`config.mk`:
```
export PLATFORM = sky130hd
export DESIGN_NAME = bounded_ordered_list
export DESIGN_NICKNAME = d
export VERILOG_FILES = /design/src/hdl/bol_pkg.sv /design/src/hdl/bol_cell.sv /design/src/hdl/bounded_ordered_list.sv
export SDC_FILE = /design/constraint.sdc
export NUM_CORES = 2
export LEC_CHECK = 0
export ABC_AREA = 1
export BUFFER_PORTS_ARGS = -buffer_cell sky130_fd_sc_hd__buf_4
export CAP_MARGIN = 10
export CORE_ASPECT_RATIO = 1.2
export CORE_MARGIN = 5
export CORE_UTILIZATION = 39
export CTS_CLUSTER_DIAMETER = 80
export DETAILED_ROUTE_END_ITERATION = 10
export SYNTH_ARGS = -nofsm -noshare
export SYNTH_HDL_FRONTEND = slang
export SYNTH_SLANG_ARGS = --single-unit
```
`constraint.sdc`:
```
create_clock -name clock -period 10.39 [get_ports clock]
set_clock_uncertainty 0.2 [all_clocks]
set_input_delay 2.078 -clock clock [delete_from_list [all_inputs] [get_ports clock]]
set_output_delay 2.078 -clock clock [all_outputs]
set_load 0.02 [all_outputs]
```
`src/hdl/bol_pkg.sv`:
```
package bol_pkg;

   localparam int DEFAULT_CAPACITY = 16;
   localparam int DATA_W           = 32;
   localparam int OP_W             = 3;
   localparam int POS_W            = 8;
   localparam int RSP_COUNT_W      = 5;

   localparam logic [DATA_W-1:0] EMPTY_VALUE = '1;

   typedef enum logic [OP_W-1:0] {
      OP_PUSH_FRONT = 3'd0,
      OP_PUSH_BACK  = 3'd1,
      OP_POP_FRONT  = 3'd2,
      OP_POP_BACK   = 3'd3,
      OP_INSERT     = 3'd4,
      OP_REMOVE     = 3'd5,
      OP_FIND       = 3'd6
   } op_type;

   // per-cycle command broadcast along the cell row
   typedef struct packed {
      logic insert;
      logic drop;
      logic find;
   } cell_ctl_type;

endpackage

```
`src/hdl/bol_cell.sv`:
```
module bol_cell #(
   parameter int CW  = 5,
   parameter int IDX = 0
) (
   input  logic                          clock,
   input  bol_pkg::cell_ctl_type         ctl,
   input  logic [CW-1:0]                 pos,
   input  logic [CW-1:0]                 count,
   input  logic [bol_pkg::DATA_W-1:0]    value,
   input  logic [bol_pkg::DATA_W-1:0]    left_data,
   input  logic [bol_pkg::DATA_W-1:0]    right_data,
   output logic [bol_pkg::DATA_W-1:0]    data_out,
   output logic                          match_out
);
   import bol_pkg::*;

   localparam logic [CW-1:0] IDX_C = CW'(IDX);

   logic [DATA_W-1:0] data_ff;
   logic [DATA_W-1:0] data_in;
   logic              match_ff;
   logic              match_in;

   // take from the left to open a gap, from the right to close one
   always_comb begin
      data_in = data_ff;
      if (ctl.insert) begin
         if (IDX_C > pos) begin
            data_in = left_data;
         end else if (IDX_C == pos) begin
            data_in = value;
         end
      end else if (ctl.drop) begin
         if (IDX_C >= pos) begin
            data_in = right_data;
         end
      end
   end

   assign match_in = ctl.find && (IDX_C < count) && (data_ff == value);

   always_ff @(posedge clock) begin
      data_ff  <= data_in;
      match_ff <= match_in;
   end

   assign data_out  = data_ff;
   assign match_out = match_ff;

endmodule

```
`src/hdl/bounded_ordered_list.sv`:
```
// Channel   Direction  Ports
// req       in         req_valid, req_ready, req_op, req_position, req_value
// rsp       out        rsp_valid, rsp_ready, rsp_ok, rsp_found_position,
//                      rsp_front_value, rsp_back_value, rsp_entry_total, rsp_is_empty
//
// A request first shifts the cell row (insert, push, pop, remove) or compares
// it (find) all at once; then the front, back and first-match position are
// gathered into the response register.
// A new request is taken once the last one has been gathered and that register
// is free or being emptied, so requests never overlap inside the block.
// Reset is synchronous: it clears the count and the handshake state only; cell
// contents stay undefined until written, and there is no clearing pass.
// A stalled response holds its fields and blocks new requests.
module bounded_ordered_list #(
   parameter int CAPACITY = bol_pkg::DEFAULT_CAPACITY
) (
   input  logic                                     clock,
   input  logic                                     reset,
   input  logic                                     req_valid,
   output logic                                     req_ready,
   input  logic [bol_pkg::OP_W-1:0]                 req_op,
   input  logic [bol_pkg::POS_W-1:0]                req_position,
   input  logic signed [bol_pkg::DATA_W-1:0]        req_value,
   output logic                                     rsp_valid,
   input  logic                                     rsp_ready,
   output logic                                     rsp_ok,
   output logic [bol_pkg::RSP_COUNT_W-1:0]          rsp_found_position,
   output logic signed [bol_pkg::DATA_W-1:0]        rsp_front_value,
   output logic signed [bol_pkg::DATA_W-1:0]        rsp_back_value,
   output logic [bol_pkg::RSP_COUNT_W-1:0]          rsp_entry_total,
   output logic                                     rsp_is_empty
);
   import bol_pkg::*;

   localparam int CW = $clog2(CAPACITY + 1);
   localparam int PW = (CW > POS_W) ? CW : POS_W;
   localparam int XW = (CW > RSP_COUNT_W) ? CW : RSP_COUNT_W;
   localparam logic [CW-1:0] FULL_COUNT = CW'(CAPACITY);

   // handshake and count
   logic          busy_ff;
   logic [CW-1:0] count_ff;
   logic [CW-1:0] count_in;
   logic          accept;

   // request decode, held for the gather cycle
   logic          find_ff;
   logic          ok_ff;
   logic          ok_in;
   cell_ctl_type  cell_ctl;
   logic [CW-1:0] cell_pos;

   logic [PW-1:0] count_w;
   logic [PW-1:0] pos_w;
   logic [PW-1:0] clamp_w;
   logic          full;
   logic          empty;

   // cell row
   logic [DATA_W-1:0] data_vec  [CAPACITY];
   logic [DATA_W-1:0] left_vec  [CAPACITY];
   logic [DATA_W-1:0] right_vec [CAPACITY];
   logic [CAPACITY-1:0] match_vec;
   logic [CAPACITY-1:0] first_vec;

   // gather
   logic [XW-1:0]     hit_idx;
   logic [XW-1:0]     count_x;
   logic [DATA_W-1:0] back_acc;
   logic [CW-1:0]     last_pos;

   // response register
   logic                   rsp_valid_ff;
   logic                   rsp_ok_ff;
   logic [RSP_COUNT_W-1:0] rsp_found_ff;
   logic [DATA_W-1:0]      rsp_front_ff;
   logic [DATA_W-1:0]      rsp_back_ff;
   logic [RSP_COUNT_W-1:0] rsp_total_ff;
   logic                   rsp_empty_ff;

   assign req_ready = !busy_ff && (!rsp_valid_ff || rsp_ready);
   assign accept    = req_valid && req_ready;

   assign count_w = PW'(count_ff);
   assign pos_w   = PW'(req_position);
   assign clamp_w = (pos_w > count_w) ? count_w : pos_w;
   assign full    = (count_ff == FULL_COUNT);
   assign empty   = (count_ff == '0);

   // decode the request into a shift command for the row; refused commands
   // leave the row untouched
   always_comb begin
      cell_ctl = '0;
      cell_pos = '0;
      ok_in    = 1'b0;
      if (accept) begin
         case (op_type'(req_op))
            OP_PUSH_FRONT: begin
               if (!full) begin
                  cell_ctl.insert = 1'b1;
                  ok_in           = 1'b1;
               end
            end
            OP_PUSH_BACK: begin
               if (!full) begin
                  cell_ctl.insert = 1'b1;
                  cell_pos        = count_ff;
                  ok_in           = 1'b1;
               end
            end
            OP_POP_FRONT: begin
               if (!empty) begin
                  cell_ctl.drop = 1'b1;
                  ok_in         = 1'b1;
               end
            end
            OP_POP_BACK: begin
               if (!empty) begin
                  cell_ctl.drop = 1'b1;
                  cell_pos      = count_ff - CW'(1);
                  ok_in         = 1'b1;
               end
            end
            OP_INSERT: begin
               // past the end appends
               if (!full) begin
                  cell_ctl.insert = 1'b1;
                  cell_pos        = CW'(clamp_w);
                  ok_in           = 1'b1;
               end
            end
            OP_REMOVE: begin
               if (pos_w < count_w) begin
                  cell_ctl.drop = 1'b1;
                  cell_pos      = CW'(pos_w);
                  ok_in         = 1'b1;
               end
            end
            OP_FIND: begin
               cell_ctl.find = 1'b1;
            end
            default: begin
            end
         endcase
      end
   end

   always_comb begin
      count_in = count_ff;
      if (cell_ctl.insert) begin
         count_in = count_ff + CW'(1);
      end else if (cell_ctl.drop) begin
         count_in = count_ff - CW'(1);
      end
   end

   // cell row: cell 0 is the front
   for (genvar g = 0; g < CAPACITY; g++) begin : g_cell
      if (g == 0) begin : g_left_edge
         assign left_vec[g] = req_value;
      end else begin : g_left_inner
         assign left_vec[g] = data_vec[g-1];
      end
      if (g == CAPACITY - 1) begin : g_right_edge
         assign right_vec[g] = data_vec[g];
      end else begin : g_right_inner
         assign right_vec[g] = data_vec[g+1];
      end

      bol_cell #(
         .CW  (CW),
         .IDX (g)
      ) u_cell (
         .clock      (clock),
         .ctl        (cell_ctl),
         .pos        (cell_pos),
         .count      (count_ff),
         .value      (req_value),
         .left_data  (left_vec[g]),
         .right_data (right_vec[g]),
         .data_out   (data_vec[g]),
         .match_out  (match_vec[g])
      );
   end

   // isolate the frontmost match, then encode it; pick the back by position
   assign first_vec = match_vec & (~match_vec + CAPACITY'(1));
   assign last_pos  = count_ff - CW'(1);
   assign count_x   = XW'(count_ff);

   always_comb begin
      hit_idx  = '0;
      back_acc = '0;
      for (int i = 0; i < CAPACITY; i++) begin
         if (first_vec[i]) begin
            hit_idx = hit_idx | XW'(i);
         end
         if (CW'(i) == last_pos) begin
            back_acc = back_acc | data_vec[i];
         end
      end
   end

   always_ff @(posedge clock) begin
      if (reset) begin
         busy_ff      <= 1'b0;
         count_ff     <= '0;
         rsp_valid_ff <= 1'b0;
      end else begin
         busy_ff  <= accept;
         count_ff <= count_in;
         if (busy_ff) begin
            rsp_valid_ff <= 1'b1;
         end else if (rsp_ready) begin
            rsp_valid_ff <= 1'b0;
         end
      end
   end

   // hold the decode across the shift cycle
   always_ff @(posedge clock) begin
      if (accept) begin
         find_ff <= cell_ctl.find;
         ok_ff   <= ok_in;
      end
   end

   // gather into the response register
   always_ff @(posedge clock) begin
      if (busy_ff) begin
         if (find_ff) begin
            rsp_ok_ff <= |match_vec;
         end else begin
            rsp_ok_ff <= ok_ff;
         end
         if (find_ff && (|match_vec)) begin
            rsp_found_ff <= hit_idx[RSP_COUNT_W-1:0];
         end else begin
            rsp_found_ff <= count_x[RSP_COUNT_W-1:0];
         end
         rsp_front_ff <= empty ? EMPTY_VALUE : data_vec[0];
         rsp_back_ff  <= empty ? EMPTY_VALUE : back_acc;
         rsp_total_ff <= count_x[RSP_COUNT_W-1:0];
         rsp_empty_ff <= empty;
      end
   end

   assign rsp_valid          = rsp_valid_ff;
   assign rsp_ok             = rsp_ok_ff;
   assign rsp_found_position = rsp_found_ff;
   assign rsp_front_value    = rsp_front_ff;
   assign rsp_back_value     = rsp_back_ff;
   assign rsp_entry_total    = rsp_total_ff;
   assign rsp_is_empty       = rsp_empty_ff;

endmodule

```
**Word level (Yosys, flattened, before mapping)**

Cells that the tools add are included.

- Register bits: 613
- Bits of input ports: 47
- Output and inout bits: 78
- Word-level logic and storage cells: 388

- Add/subtract/negate cells: 3
- Magnitude comparators: 49
- Equality and inequality tests: 68
- Multiplexer cells: 129
- Bitwise operators: 17
- Reductions and logical operators: 79

Operators with widths:

| operator | number |
|---|---|
| 32-bit 2-to-1 mux | 93 |
| 32-bit equality test | 16 |
| 32-bit OR | 15 |
| 4-bit by 5-bit equality test with 1-bit output, first input constant | 16 |
| 5-bit 2-to-1 mux | 9 |
| 3-bit by 1-bit != test with 1-bit output, second input constant | 15 |
| 3-bit AND reduction | 15 |
| 3-bit by 5-bit equality test with 1-bit output, first input constant | 8 |
| 4-bit by 5-bit > comparator with 1-bit output, first input constant | 8 |
| 4-bit by 5-bit < comparator with 1-bit output, first input constant | 8 |
| 2-bit nonzero test | 18 |
| 4-bit by 5-bit >= comparator with 1-bit output, first input constant | 7 |
| 1-bit logical AND | 35 |
| 4-bit 2-to-1 mux | 8 |
| 2-bit by 5-bit equality test with 1-bit output, first input constant | 4 |
| 3-bit by 5-bit >= comparator with 1-bit output, first input constant | 4 |
| 3-bit by 5-bit > comparator with 1-bit output, first input constant | 4 |
| 3-bit by 5-bit < comparator with 1-bit output, first input constant | 4 |
| 5-bit one-hot mux with 4 select lines | 1 |
| 16-bit by 1-bit adder with 16-bit output, second input constant | 1 |
| 16-bit bitwise AND | 1 |
| 16-bit inverter | 1 |
| 16-bit OR reduction | 1 |
| 5-bit logical NOT | 3 |
| other kinds (26) | 50 |

**Longest topological paths before layout**

- Depth after elaboration: 33
- Gate-level depth with buffers: 23
- Gate-level depth less buffers: 22

**Hierarchy**

From an unflattened synthesis, not the netlist that was laid out.

- Cell total of the unflattened synthesis: 6452
- Area, all modules: 44058.5 µm²

By module, submodules not included:

| module | times used | cells an instance | area an instance (µm²) |
|---|---|---|---|
| bounded_ordered_list | 1 | 1274 | 7646.1 |
| bol_cell at g_cell[15].u_cell | 1 | 319 | 2473.6 |
| bol_cell at g_cell[10].u_cell | 1 | 347 | 2371.0 |
| bol_cell at g_cell[5].u_cell | 1 | 329 | 2329.7 |
| bol_cell at g_cell[1].u_cell | 1 | 335 | 2309.7 |
| bol_cell at g_cell[2].u_cell | 1 | 328 | 2304.7 |
| bol_cell at g_cell[11].u_cell | 1 | 330 | 2301.0 |
| bol_cell at g_cell[14].u_cell | 1 | 326 | 2279.7 |
| bol_cell at g_cell[13].u_cell | 1 | 329 | 2275.9 |
| bol_cell at g_cell[8].u_cell | 1 | 326 | 2274.7 |
| bol_cell at g_cell[3].u_cell | 1 | 324 | 2272.2 |
| bol_cell at g_cell[6].u_cell | 1 | 328 | 2264.7 |
| bol_cell at g_cell[4].u_cell | 1 | 323 | 2257.2 |
| bol_cell at g_cell[12].u_cell | 1 | 326 | 2254.7 |
| 3 more rows | -- | -- | -- |

**Worst setup path after synthesis**

No wires, ideal clock.

- Kind: input -> register
- Start point: in req_position[3] in the netlist's numbering
- End point: reg g_cell[4].u_cell.data_ff[0] (enable)
- Arrival time: 5.369 ns
- Data required time: 9.758 ns
- Slack: 4.389 ns
- Cell stages on the path: 18
- Cell sequence: ha_1 nand2_1 inv_1 nand2_1 nand2_1 nand2_1 nand2_1 nand3_1 o21ai_0 nand2_1 nand2_2 nand2_2 nand2_1 nor2_2 inv_2 buf_2 buf_2 a21oi_1

- Word-level cells in the longest chain between the ends: 8
- Elaborated cells between the ends (all ways): 17

RTL lines:

| element | line | RTL |
|---|---|---|
| start, declared | bounded_ordered_list.sv:22 | `input logic [bol_pkg::POS_W-1:0] req_position,` |
| 8-bit by 5-bit > comparator with 1-bit output | bounded_ordered_list.sv:86 | `assign clamp_w = (pos_w > count_w) ? count_w : pos_w;` |
| 5-bit 2-to-1 mux | bounded_ordered_list.sv:86 |  |
| 5-bit 2-to-1 mux | bounded_ordered_list.sv:126 | `if (!full) begin` |
| 5-bit one-hot mux with 4 select lines | bounded_ordered_list.sv:97 | `case (op_type'(req_op))` |
| 5-bit 2-to-1 mux | bounded_ordered_list.sv:96 | `if (accept) begin` |
| 3-bit by 5-bit > comparator with 1-bit output (tied with other cells) | bol_cell.sv:28 | `if (IDX_C > pos) begin` |
| 3-bit by 1-bit != test with 1-bit output (no line) / 2-bit nonzero test (equally long branches) | -- |  |
| 3-bit AND reduction (no line) (*) | -- |  |
| end signal, assigned | bol_cell.sv:43 | `data_ff <= data_in;` |
| end, declared | bol_cell.sv:19 | `logic [DATA_W-1:0] data_ff;` |

Mark *: on every way between the ends. The rest lies on a longest branch, timed or not.
A chain may end at the register's enable or synchronous reset.

**Worst setup path after layout**

- Start point: in req_position[3] in the netlist's numbering
- End point: reg g_cell[0].u_cell.data_ff[15] (enable)

- Word-level cells in the longest chain between the ends: 8
- Elaborated cells between the ends (all ways): 17

RTL lines:

| element | line |
|---|---|
| 8-bit by 5-bit > comparator with 1-bit output | bounded_ordered_list.sv:86 |
| 5-bit 2-to-1 mux | bounded_ordered_list.sv:86 |
| 5-bit 2-to-1 mux | bounded_ordered_list.sv:126 |
| 5-bit one-hot mux with 4 select lines | bounded_ordered_list.sv:97 |
| 5-bit 2-to-1 mux | bounded_ordered_list.sv:96 |
| 1-bit by 5-bit > comparator with 1-bit output (tied with other cells) | bol_cell.sv:28 |
| 3-bit by 1-bit != test with 1-bit output (no line) / 2-bit nonzero test (equally long branches) | -- |
| 3-bit AND reduction (no line) (*) | -- |
| end signal, assigned | bol_cell.sv:43 |
| end, declared | bol_cell.sv:19 |

Marked as above.

==> impl_metrics.yaml <==
timing:
  fin_ws_ns: 4.46
  hold_violations: 0
  slew_headroom: 0.0785
  slew_violations: 0
  max_freq_mhz: 169
  finalCritPeriodShare: 0.571
  rsz0062_at_grt: "no"
  worst_pin_slew_ns: 1.37
  finalSetupViolations: 0
  layout_min_cycle_time_ns: 5.93
  setup-tns-final_ns: 0
  hold_ws_ns: 0.357
cells_and_area:
  nFillCells: 10465
  final_cell_mix: "nand2_1, nand3_1, edfxtp_1"
  instances_no_fill: 6402
  drive_gt1_frac: 0.0828
  final_common_cell: "nand2_1"
  fin_util: 0.435
  syn_to_final_growth_pct: 11.2
  post-route-cell-area_um2: 44700
  final_net_count: 5022
critical_path:
  end_kind: "register"
  cp_max_fo: 33
  rr_worst_depth: 19
  crit_arrival_ns: 6.03
  start_kind: "input pin"
  crit_required_ns: 10.49
  crit_type: "in2reg"
floorplan:
  die_h_um: 362
  rows: 129
  ios: 125
  die-area_um2: 110000
  die_x_um: 303
  coreArea_um2: 103000
  initial_core_util: 0.391
synth:
  yosys.area.top_type_share: 0.441
  synthCells: 5048
  ys_ff_latch: 613
  synth_edf_count: 590
  synthTopCellsByArea: "edfxtp_1, nand2_1, nand3_1, xnor2_1, o21ai_0"
  synthArstFlopShare: 0
  syn-mean-instance-area_um2: 7.96
  ys_seq_area_frac: 0.453
  synth_area_leader_cell: "edfxtp_1"
  syn-num-nets: 5107
  yosys_warnings: 0
  synthesis.area_um2: 40200
  synth_cell_type_count: 51
  ys.flop_type: "edfxtp_1"
clock_tree:
  cts-root-buf: "clkbuf_16"
  cts_resized: 0
  clock_path_buffers: 3
  cts_htree_levels: 3
  cts_tree: "done"
  cts_setup_buffers: 0
  path_clk_slew_ns: 0.06
  cts_buffers: 75
  hold_buffers: 0
  numClockSinks: 613
  clk-insertion-delay-late_ns: 0.69
drt:
  drc: 0
  dr.pass1.iters: 8
  viasPerCell: 6.51
  ant_nets: 0
  drtIter0Drc: 8145
  routed_wl_um: 217000
  wl_per_cell_um: 34.0
  dr_total_vias: 41653
worst_hold_path:
  hold_class: "reg2reg"
  hold-path-cell-count: 2
placement:
  gp_congestion: 1.06
  dp_cells: 6258
  place_hpwl_um: 154000
  post_dp_cell_area_um2: 42300
  io_buffer_count: 124
  pre_cts_ws_ns: 3.88
power_and_ir_drop:
  seqPwrFrac: 0.409
  sw_frac_of_total: 0.364
  p_int_mw: 4.93
  leakage_nw: 17.4
  p_sw_mw: 2.82
  clock_power_share: 0.341
  ir_drop_v: 0.000127
  power_density_nw_per_um2: 173
  comb_power_share: 0.250
  fin_total_pwr_mw: 7.74
outcome:
  status: "finished clean"
global_route:
  grt_pass1_wl_um: 296000
  grtUsageTotal: 0.380
  grt_antenna_before_repair: 27
  grt.overflow.total: 0
  grt_pass1_vias: 37532
  grt_max_degree: 209
run:
  drv_cap: 0
-- registers in the layout, summed over array words and instances (netlist names), 5 cells and up --
name and flops:
rsp_entry_total 5, rsp_back_value 32, g_cell.u_cell.match_out 16, rsp_front_value 32, rsp_found_position 5, g_cell.u_cell.data_out 512
count_ff 5
-- logic make-up after synthesis --
logic type / synth area share
and+or+nand+nor: 0.244
buffers and inverters: 0.0860
adders and majority gates: 0.00374
xor gates and xnor gates: 0.0724
AOI/OAI and AO/OA: 0.141
DFF: 0.453
-- worst paths after layout --
kind                                        end            start  slack, ns
hold reg to reg                       rsp_valid        rsp_valid       0.36
setup reg to reg  g_cell[0].u_cell.data_out[15]      count_ff[4]       4.63
hold / removal                        rsp_valid        rsp_valid       0.36
setup / recovery  g_cell[0].u_cell.data_out[15]  req_position[3]       4.46
-- per-layer routing --
layer,share of wire,vias to the layer above,GRT usage
met5,0.00063,-,0
met4,0.11,20,0.318
met3,0.14,912,0.111
met2,0.41,3666,0.551
met1,0.34,19728,0.463
li1,-,17327,-
-- worst max-delay path, cell delays in order --
cell	delay [ns]
buf_4	0.12
ha_1	0.29
nand2_1	0.05
inv_1	0.06
nand2_1	0.05
nand2_1	0.05
nand2_1	0.06
nand2_1	0.12
nand2_1	0.15
nand3_1	0.14
nand2_1	0.07
inv_2	0.06
nand2_2	0.09
nand2_1	0.13
nand2_1	0.08
nor2_2	0.10
buf_4	0.45
nand2_1	0.59
buf_4	0.46
nor2_4	0.29
buf_4	0.48
-- synthesized netlist by cell type, drive strengths merged (8+ instances only) --
| cell | number |
|---|---|
| inv | 461 |
| a211oi | 21 |
| nor4b | 8 |
| edfxtp | 590 |
| nor4 | 33 |
| nor2 | 164 |
| ha | 12 |
| o21ai | 454 |
| a21oi | 174 |
| nand2 | 1187 |
| o22ai | 191 |
| dfxtp | 23 |
| a221oi | 64 |
| clkinv | 14 |
| o221ai | 23 |
| xor2 | 60 |
| nor3 | 23 |
| buf | 147 |
| o2111ai | 8 |
| xnor2 | 272 |
| a2111oi | 23 |
| nand3 | 701 |
| nand4 | 107 |
| clkbuf | 258 |
-- power by group through the flow --
stage	clock (mW)	sequential (mW)	combinational, mW
floorplan	0	3.17	0.930
global placement	0	3.21	1.80
detailed placement	0	3.21	1.81
CTS	2.63	3.16	1.82
global route	2.72	3.18	1.96
finish	2.64	3.17	1.93
-- cell type report --
cell class                      count  area, µm²  area share
Inverter                          475       1790      0.0401
Antenna cell                       13       32.5    0.000728
Timing Repair Buffer              243       1860      0.0416
Tap cell                         1375       1720      0.0385
Sequential cell                   613      18200       0.407
Clock inverter                     36        362     0.00810
Multi-Input combinational cell   3555      18800       0.420
Clock buffer                       92       1940      0.0435
(Power assumes the default switching activity.)
